[src/design/rtlpm_pkg.sv]
// ----------------------------------------------------------------------------
// Route table LPM package
// Shared constants, codes and types for the route table and its parts.
// ----------------------------------------------------------------------------
package rtlpm_pkg;

	// Number of route slots in the table.
	localparam int TABLE_ENTRIES = 16;
	// Bits needed to address one slot.
	localparam int IDX_W = (TABLE_ENTRIES > 1) ? $clog2(TABLE_ENTRIES) : 1;
	// Width of the active route count on the result port.
	localparam int CNT_W = 5;
	localparam logic [IDX_W-1:0] LAST_IDX = IDX_W'(TABLE_ENTRIES - 1);

	// Action codes.
	localparam logic [1:0] ACT_ADD    = 2'd0;
	localparam logic [1:0] ACT_DEL    = 2'd1;
	localparam logic [1:0] ACT_LOOKUP = 2'd2;
	localparam logic [1:0] ACT_NOP    = 2'd3;

	// Status codes.
	localparam logic [1:0] STAT_OK       = 2'd0;
	localparam logic [1:0] STAT_FULL     = 2'd1;
	localparam logic [1:0] STAT_NOTFOUND = 2'd2;

	// Starting metric of a lookup: a route with mask zero must beat it.
	localparam logic [31:0] NO_METRIC = 32'hFFFF_FFFF;

	// Positions of the route flags.
	localparam int FLAG_UP      = 0;
	localparam int FLAG_GATEWAY = 1;
	localparam int FLAG_DEFAULT = 2;

	typedef struct packed {
		logic [31:0] dest;
		logic [31:0] mask;
		logic [31:0] gateway;
		logic [31:0] metric;
		logic [2:0]  flags;
	} entry_t;

	typedef enum logic [1:0] {
		ST_IDLE,
		ST_SCAN,
		ST_DRAIN,
		ST_DONE
	} state_t;

	// Control from the sequencer to the match unit.
	typedef struct packed {
		logic clear;
		logic eval;
		logic is_del;
	} eval_ctl_t;

	// What the match unit has found so far.
	typedef struct packed {
		logic             found;
		logic [IDX_W-1:0] found_idx;
		logic [31:0]      gateway;
	} eval_res_t;

endpackage

[src/design/rtlpm_ram.sv]
// ----------------------------------------------------------------------------
// Generic RAM
// One write port and one read port, read data registered.
// ----------------------------------------------------------------------------
module rtlpm_ram #(
	parameter int WIDTH = 8,
	parameter int DEPTH = 16,
	localparam int AW = (DEPTH > 1) ? $clog2(DEPTH) : 1
) (
	input  logic             clk,
	input  logic             we,
	input  logic [AW-1:0]    waddr,
	input  logic [WIDTH-1:0] wdata,
	input  logic [AW-1:0]    raddr,
	output logic [WIDTH-1:0] rdata
);

	logic [WIDTH-1:0] mem [DEPTH];

	always_ff @(posedge clk) begin
		if (we) begin
			mem[waddr] <= wdata;
		end
		rdata <= mem[raddr];
	end

endmodule

[src/design/rtlpm_eval.sv]
// ----------------------------------------------------------------------------
// Route match unit
// Judges one table entry a cycle and keeps the best route or the first hit.
// ----------------------------------------------------------------------------
module rtlpm_eval
	import rtlpm_pkg::*;
(
	input  logic             clk,
	input  logic             arst_n,
	input  eval_ctl_t        ctl,
	input  entry_t           entry,
	input  logic             entry_valid,
	input  logic [IDX_W-1:0] entry_idx,
	input  logic [31:0]      key_dest,
	input  logic [31:0]      key_mask,
	output eval_res_t        res
);

	logic             found_q;
	logic [IDX_W-1:0] found_idx_q;
	logic [31:0]      lead_mask_q;
	logic [31:0]      best_met_q;
	logic [31:0]      best_gw_q;

	logic del_hit;
	logic lpm_hit;

	// A delete wants an exact match on both destination and mask.
	assign del_hit = entry_valid && !found_q && (entry.dest == key_dest)
		&& (entry.mask == key_mask);

	// A lookup takes a longer mask, or a lower metric at an equal mask.
	assign lpm_hit = entry_valid && entry.flags[FLAG_UP]
		&& ((key_dest & entry.mask) == (entry.dest & entry.mask))
		&& ((entry.mask > lead_mask_q)
			|| ((entry.mask == lead_mask_q) && (entry.metric < best_met_q)));

	always_ff @(posedge clk or negedge arst_n) begin
		if (!arst_n) begin
			found_q <= 1'b0;
		end else if (ctl.clear) begin
			found_q <= 1'b0;
		end else if (ctl.eval && ctl.is_del && del_hit) begin
			found_q <= 1'b1;
		end
	end

	always_ff @(posedge clk) begin
		if (ctl.clear) begin
			lead_mask_q <= '0;
			best_met_q  <= NO_METRIC;
			best_gw_q   <= '0;
		end else if (ctl.eval) begin
			if (ctl.is_del) begin
				if (del_hit) begin
					found_idx_q <= entry_idx;
				end
			end else if (lpm_hit) begin
				lead_mask_q <= entry.mask;
				best_met_q  <= entry.metric;
				best_gw_q   <= entry.gateway;
			end
		end
	end

	assign res.found     = found_q;
	assign res.found_idx = found_idx_q;
	assign res.gateway   = best_gw_q;

endmodule

[src/design/route_table_lpm_core.sv]
// ----------------------------------------------------------------------------
// Route table with longest prefix match
// Static table of TABLE_ENTRIES routes: add, delete and lookup operations.
// ----------------------------------------------------------------------------
// A word is taken at a rising edge where start is high and busy is low. An add
// or an unused action finishes at once: its result shows on the cycle after it
// was taken and busy never rises, so such words can follow one another every
// cycle. A delete or a lookup walks the whole table, one entry per cycle through
// the single read port of the route memory, and holds busy high through the
// scan state, which reads one slot at a time, the drain state, which judges the
// last entry behind the registered read, and the done state, which settles the
// result. Its result shows in the first cycle with busy low. Every result is on
// the ports for exactly one cycle, marked by done, and the receiver cannot hold
// it off, so it must take it then.
// Valid bits live in flip-flops and clear at reset, so no clearing pass is needed.
// ----------------------------------------------------------------------------
module route_table_lpm_core
	import rtlpm_pkg::*;
(
	input  logic              clk,
	input  logic              arst_n,
	input  logic              start,
	output logic              busy,
	input  logic [1:0]        action,
	input  logic [31:0]       dest_addr,
	input  logic [31:0]       net_mask,
	input  logic [31:0]       next_hop,
	input  logic [31:0]       route_metric,
	output logic              done,
	output logic [1:0]        status,
	output logic [31:0]       lookup_gateway,
	output logic [CNT_W-1:0]  active_routes
);

	state_t state_q, state_d;

	// Scan address and the read stage that follows the memory.
	logic [IDX_W-1:0] ridx_q;
	logic             rd_s1;
	logic [IDX_W-1:0] idx_s1;

	// The operation being scanned and its key.
	logic             is_del_q;
	logic [31:0]      key_dest_q;
	logic [31:0]      key_mask_q;

	logic [TABLE_ENTRIES-1:0] valid_q;
	logic [CNT_W-1:0]         count_q;

	logic             done_q;
	logic [1:0]       status_q;
	logic [31:0]      gw_q;
	logic [CNT_W-1:0] routes_q;

	logic             accept;
	logic             free_found;
	logic [IDX_W-1:0] free_idx;
	logic             ram_we;
	entry_t           wr_entry;
	entry_t           rd_entry;
	eval_ctl_t        ctl;
	eval_res_t        res;
	logic             scan_step;
	logic             finish;

	assign busy   = (state_q != ST_IDLE);
	assign accept = start && !busy;

	// The lowest free slot takes a new route.
	always_comb begin
		free_found = 1'b0;
		free_idx   = '0;
		for (int i = TABLE_ENTRIES - 1; i >= 0; i--) begin
			if (!valid_q[i]) begin
				free_found = 1'b1;
				free_idx   = IDX_W'(i);
			end
		end
	end

	always_comb begin
		wr_entry.dest    = dest_addr;
		wr_entry.mask    = net_mask;
		wr_entry.gateway = next_hop;
		wr_entry.metric  = route_metric;
		wr_entry.flags   = '0;
		wr_entry.flags[FLAG_UP]      = 1'b1;
		wr_entry.flags[FLAG_GATEWAY] = (next_hop != '0);
		wr_entry.flags[FLAG_DEFAULT] = (dest_addr == '0) && (net_mask == '0);
	end

	// An add writes the memory in the cycle it is taken. A scan starts no
	// earlier than the next cycle, so it always sees the new entry.
	assign ram_we = accept && (action == ACT_ADD) && free_found;

	rtlpm_ram #(
		.WIDTH($bits(entry_t)),
		.DEPTH(TABLE_ENTRIES)
	) u_ram (
		.clk  (clk),
		.we   (ram_we),
		.waddr(free_idx),
		.wdata(wr_entry),
		.raddr(ridx_q),
		.rdata(rd_entry)
	);

	rtlpm_eval u_eval (
		.clk        (clk),
		.arst_n     (arst_n),
		.ctl        (ctl),
		.entry      (rd_entry),
		.entry_valid(valid_q[idx_s1]),
		.entry_idx  (idx_s1),
		.key_dest   (key_dest_q),
		.key_mask   (key_mask_q),
		.res        (res)
	);

	// Next state.
	always_comb begin
		state_d = state_q;
		case (state_q)
			ST_IDLE: begin
				if (accept && ((action == ACT_DEL) || (action == ACT_LOOKUP))) begin
					state_d = ST_SCAN;
				end
			end
			ST_SCAN: begin
				if (ridx_q == LAST_IDX) begin
					state_d = ST_DRAIN;
				end
			end
			ST_DRAIN: begin
				state_d = ST_DONE;
			end
			ST_DONE: begin
				state_d = ST_IDLE;
			end
			default: begin
				state_d = ST_IDLE;
			end
		endcase
	end

	// State outputs. The match unit sees each entry in the cycle after its read.
	always_comb begin
		ctl.clear  = accept;
		ctl.eval   = rd_s1;
		ctl.is_del = is_del_q;
		scan_step  = 1'b0;
		finish     = 1'b0;
		case (state_q)
			ST_SCAN: begin
				scan_step = 1'b1;
			end
			ST_DONE: begin
				finish = 1'b1;
			end
			default: begin
			end
		endcase
	end

	always_ff @(posedge clk or negedge arst_n) begin
		if (!arst_n) begin
			state_q <= ST_IDLE;
			ridx_q  <= '0;
			rd_s1   <= 1'b0;
			valid_q <= '0;
			count_q <= '0;
			done_q  <= 1'b0;
		end else begin
			state_q <= state_d;
			rd_s1   <= scan_step;
			if (accept) begin
				ridx_q <= '0;
			end else if (scan_step) begin
				ridx_q <= ridx_q + IDX_W'(1);
			end
			if (ram_we) begin
				valid_q[free_idx] <= 1'b1;
				count_q           <= count_q + CNT_W'(1);
			end else if (finish && is_del_q && res.found) begin
				valid_q[res.found_idx] <= 1'b0;
				count_q                <= count_q - CNT_W'(1);
			end
			done_q <= (accept && ((action == ACT_ADD) || (action == ACT_NOP))) || finish;
		end
	end

	always_ff @(posedge clk) begin
		idx_s1 <= ridx_q;
		if (accept) begin
			is_del_q   <= (action == ACT_DEL);
			key_dest_q <= dest_addr;
			key_mask_q <= net_mask;
		end
		// Results: add and the unused action at once, a delete or a lookup at finish.
		if (accept && (action == ACT_ADD)) begin
			status_q <= free_found ? STAT_OK : STAT_FULL;
			gw_q     <= '0;
			routes_q <= free_found ? (count_q + CNT_W'(1)) : count_q;
		end else if (accept && (action == ACT_NOP)) begin
			status_q <= STAT_OK;
			gw_q     <= '0;
			routes_q <= count_q;
		end else if (finish) begin
			if (is_del_q) begin
				status_q <= res.found ? STAT_OK : STAT_NOTFOUND;
				gw_q     <= '0;
				routes_q <= res.found ? (count_q - CNT_W'(1)) : count_q;
			end else begin
				status_q <= STAT_OK;
				gw_q     <= res.gateway;
				routes_q <= count_q;
			end
		end
	end

	assign done           = done_q;
	assign status         = status_q;
	assign lookup_gateway = gw_q;
	assign active_routes  = routes_q;

endmodule

[config.mk]
export PLATFORM = sky130hd
export DESIGN_NAME = route_table_lpm_core
export DESIGN_NICKNAME = d
export VERILOG_FILES = /design/src/design/rtlpm_pkg.sv /design/src/design/rtlpm_ram.sv /design/src/design/rtlpm_eval.sv /design/src/design/route_table_lpm_core.sv
export SDC_FILE = /design/constraint.sdc
export NUM_CORES = 2
export LEC_CHECK = 0
export BUFFER_PORTS_ARGS = -buffer_cell sky130_fd_sc_hd__clkbuf_2
export CELL_PAD_IN_SITES_DETAIL_PLACEMENT = 0
export CELL_PAD_IN_SITES_GLOBAL_PLACEMENT = 1
export CORE_UTILIZATION = 50
export DETAILED_ROUTE_END_ITERATION = 8
export PLACE_DENSITY_LB_ADDON = 0.1
export SYNTH_ARGS = -nofsm -noshare
export SYNTH_HDL_FRONTEND = slang
export SYNTH_SLANG_ARGS = --single-unit
[constraint.sdc]
create_clock -name clk -period 15.9 [get_ports clk]
set_input_delay 4.77 -clock clk [delete_from_list [all_inputs] [get_ports clk]]
set_output_delay 4.77 -clock clk [all_outputs]
set_load 0.05 [all_outputs]
==> metrics <==
outcome completed; Die W 428 um; synthesized area per cell 21.9 um^2; Vias 42.5k; Core Area 0.181 mm^2; root buf cell clkbuf_16; GR Util All Layers 23.3%; CTS tree built; number of library cell types mapped by synthesis 61; Area Overhead vs Synth 13.0%; CP arrival 8.79 ns; relative slew slack 19.8%; Fmax achieved 120 MHz; final setup fails 0; setup bufs post-CTS 0; CP startpoint kind input port; Mapped Nets 4349; antenna viol nets, final 0; share of cells above drive strength 1 27.8%; Final min period 8.33 ns; via density per instance 6.08; hold slack final 0.453 ns; CTS clk-pin slew, worst paths 0.06 ns; flops & latches, synth 2414; WP data required 16.36 ns; Detailed Routing Iterations Pass 1 6; first-pass GRT wire length 310 mm; final wirelength 212 mm; Max VDD drop 0.000127 V; number of I/O pins 174; r2r setup slk 10.42 ns; most frequent cells in the layout 2124 x edfxtp_1, 643 x mux4_2, 260 x dfxtp_1, 244 x clkbuf_16, 175 x clkbuf_2; WHS Endpoint u_eval.best_gw_q[27]$_SDFFE_PP0P_; Num CTS Buffers 239; post-DR wirelength/cell 30.3 um; skew final 0.0306 ns; initial antenna violation count 21; final hold violations 0; Die H 428 um; Ys Warns 0; die area 0.183 mm^2; Starting Density 50.3%; vias in the first global route 43.5k; CTS H-tree depth 4; DRT iter0 DRCs 4058; Most used DFF post-synth edfxtp_1; most used cell, CP buf_4; # DRC 0; Clk Latency, worst-skew pair 0.86 ns; Worst Hold Class flop to flop; r2r startpoint ridx_q[0]$_DFFE_PN0P_; critical path class input port to flop; row count 156; asr flop ratio synth 1.24%; CP Capture Type flop; Min-Delay Path Depth 2; hold buffers post-CTS 0; Slew Limit Fails 0; hold path start u_ram.rdata[62]$_DFF_P_; commonest non-fill, non-tap cell in the layout edfxtp_1; grt ovf 0; clk sinks 2414; Fill cells 13.2k; max_cap viols 0; Util after Layout 56.9%; sequential fraction of the synthesis area 76.8%; clk buf depth 3; worst reg2reg endpoint u_ram.rdata[28]$_DFF_P_; largest net degree at the start of global routing 127; leakage 32.5 nW; cell area power density 161 mW/mm^2; number of synthesized flops with an enable pin 2124; RSZ-0062 raised after global routing false; slowest CP cell buf_4; Final period util 52.4%; Cell Area, Synth 0.0908 mm^2; crit-path max cell delay 0.87 ns; final RePlAce weighted congestion 0.803; worst-path fanout max 50; FF-to-FF path depth 6; post-cts sizing count 0; I/O Buffers 173; Critical Path, Cell by Cell clkbuf_2, inv_1, ha_1, nand3_1, or3_1, nor3_2, buf_4, buf_4, buf_4; Slew @ Worst Pin 1.19 ns; Syn Inst Count 4142; Final TNS setup 0 ns; nets@finish 4612; HPWL after DPL 113 mm
## Yosys cell counts (all sizes together) (37+ instances only)
library cell / count / area (um^2)
a21oi: 90 / 450
buf: 74 / 324
clkbuf: 153 / 576
dfxtp: 260 / 5200
edfxtp: 2124 / 63800
ha: 74 / 926
inv: 80 / 300
mux4: 643 / 14500
nand2: 37 / 139
nand4: 84 / 526
nor2: 37 / 139
nor4: 49 / 307
o21ai: 76 / 380
o31ai: 66 / 495
xor2: 63 / 552
## sequential cells by signal, indices dropped and copies added (netlist names), 2 cells and up
register and cells:
state_q 2, key_mask_q 32, active_routes 5, ridx_q 4, key_dest_q 32, u_eval.lead_mask_q 32
valid_q 16, u_eval.best_met_q 32, idx_s1 4, u_ram.rdata 128, u_ram.mem 2048, status 2
u_eval.found_idx_q 4, count_q 5, lookup_gateway 32, u_eval.best_gw_q 32
## layout make-up
cell class,instances,area [um^2],share of cell area (%)
Timing Repair Buffer,249,1610,1.57
Multi-Input combinational cell,1420,20100,19.5
Clock inverter,121,1310,1.28
Inverter,81,309,0.301
Clock buffer,333,6630,6.46
Sequential cell,2414,69800,68.0
Antenna cell,2,5.00,0.00488
Tap cell,2370,2970,2.89
## routing by layer
layer | vias up | share of wire [%] | global-route usage (%)
li1 | 18007 | - | -
met1 | 23013 | 44 | 33.6
met5 | - | 0.053 | 0
met2 | 1146 | 50 | 38.0
met4 | 18 | 2.1 | 5.48
met3 | 320 | 4.6 | 3.28
## power by group
| part | internal (mW) | switching (mW) | leakage (nW) | total, mW |
|---|---|---|---|---|
| registers | 7.20 | 0.300 | 21.7 | 7.50 |
| clock network | 3.29 | 2.36 | 3.88 | 5.65 |
| logic | 1.55 | 1.82 | 6.96 | 3.37 |
| total | 12.0 | 4.48 | 32.5 | 16.5 |
## stage by stage
stage	setup slack [ns]	instances	power, mW	instance area, um^2
2_1_floorplan	0.656	4142	9.93	90800
3_3_place_gp	6.67	6534	11.1	94700
3_5_place_dp	6.66	6534	11.1	94700
4_1_cts	7.59	6988	16.7	103000
5_1_grt	7.40	6989	17.1	103000
6_report	7.57	6990	16.5	103000
## worst max-delay path by stage
| stage | from | endpoint | slack [ns] |
|---|---|---|---|
| final | action[1] | u_ram.mem[5][103]$_DFFE_PP_ | 7.57 |
| after global routing | action[1] | u_ram.mem[5][73]$_DFFE_PP_ | 7.40 |
| after CTS | action[1] | u_ram.mem[5][72]$_DFFE_PP_ | 7.59 |
| after detailed placement | action[1] | u_ram.mem[5][103]$_DFFE_PP_ | 6.66 |
| after global placement | action[1] | u_ram.mem[5][103]$_DFFE_PP_ | 6.67 |
| after floorplan | action[1] | u_ram.mem[5][100]$_DFFE_PP_ | 0.66 |
## critical path, delay by kind of cell
family                   cells  cell delay, ns
buffers and inverters        5            2.42
AND/OR/NAND/NOR              3            1.26
adder cells (fa/ha/maj)      1            0.19
## kinds of logic (layout without fill, tap and decap cells)
kind of cell    count (synthesis)  after routing  share of synthesized area (%)
compound gates                354            354                           2.52
other cells                     0              2                              0
buf+inv                       308            784                           1.33
flops                        2414           2414                           76.8
xor+xnor                       74             74                          0.714
fa+ha+maj                      74             74                           1.02
simple gates                  272            272                           1.66
mux                           646            646                           16.0
No activity file was read; power rests on OpenSTA's default activity.
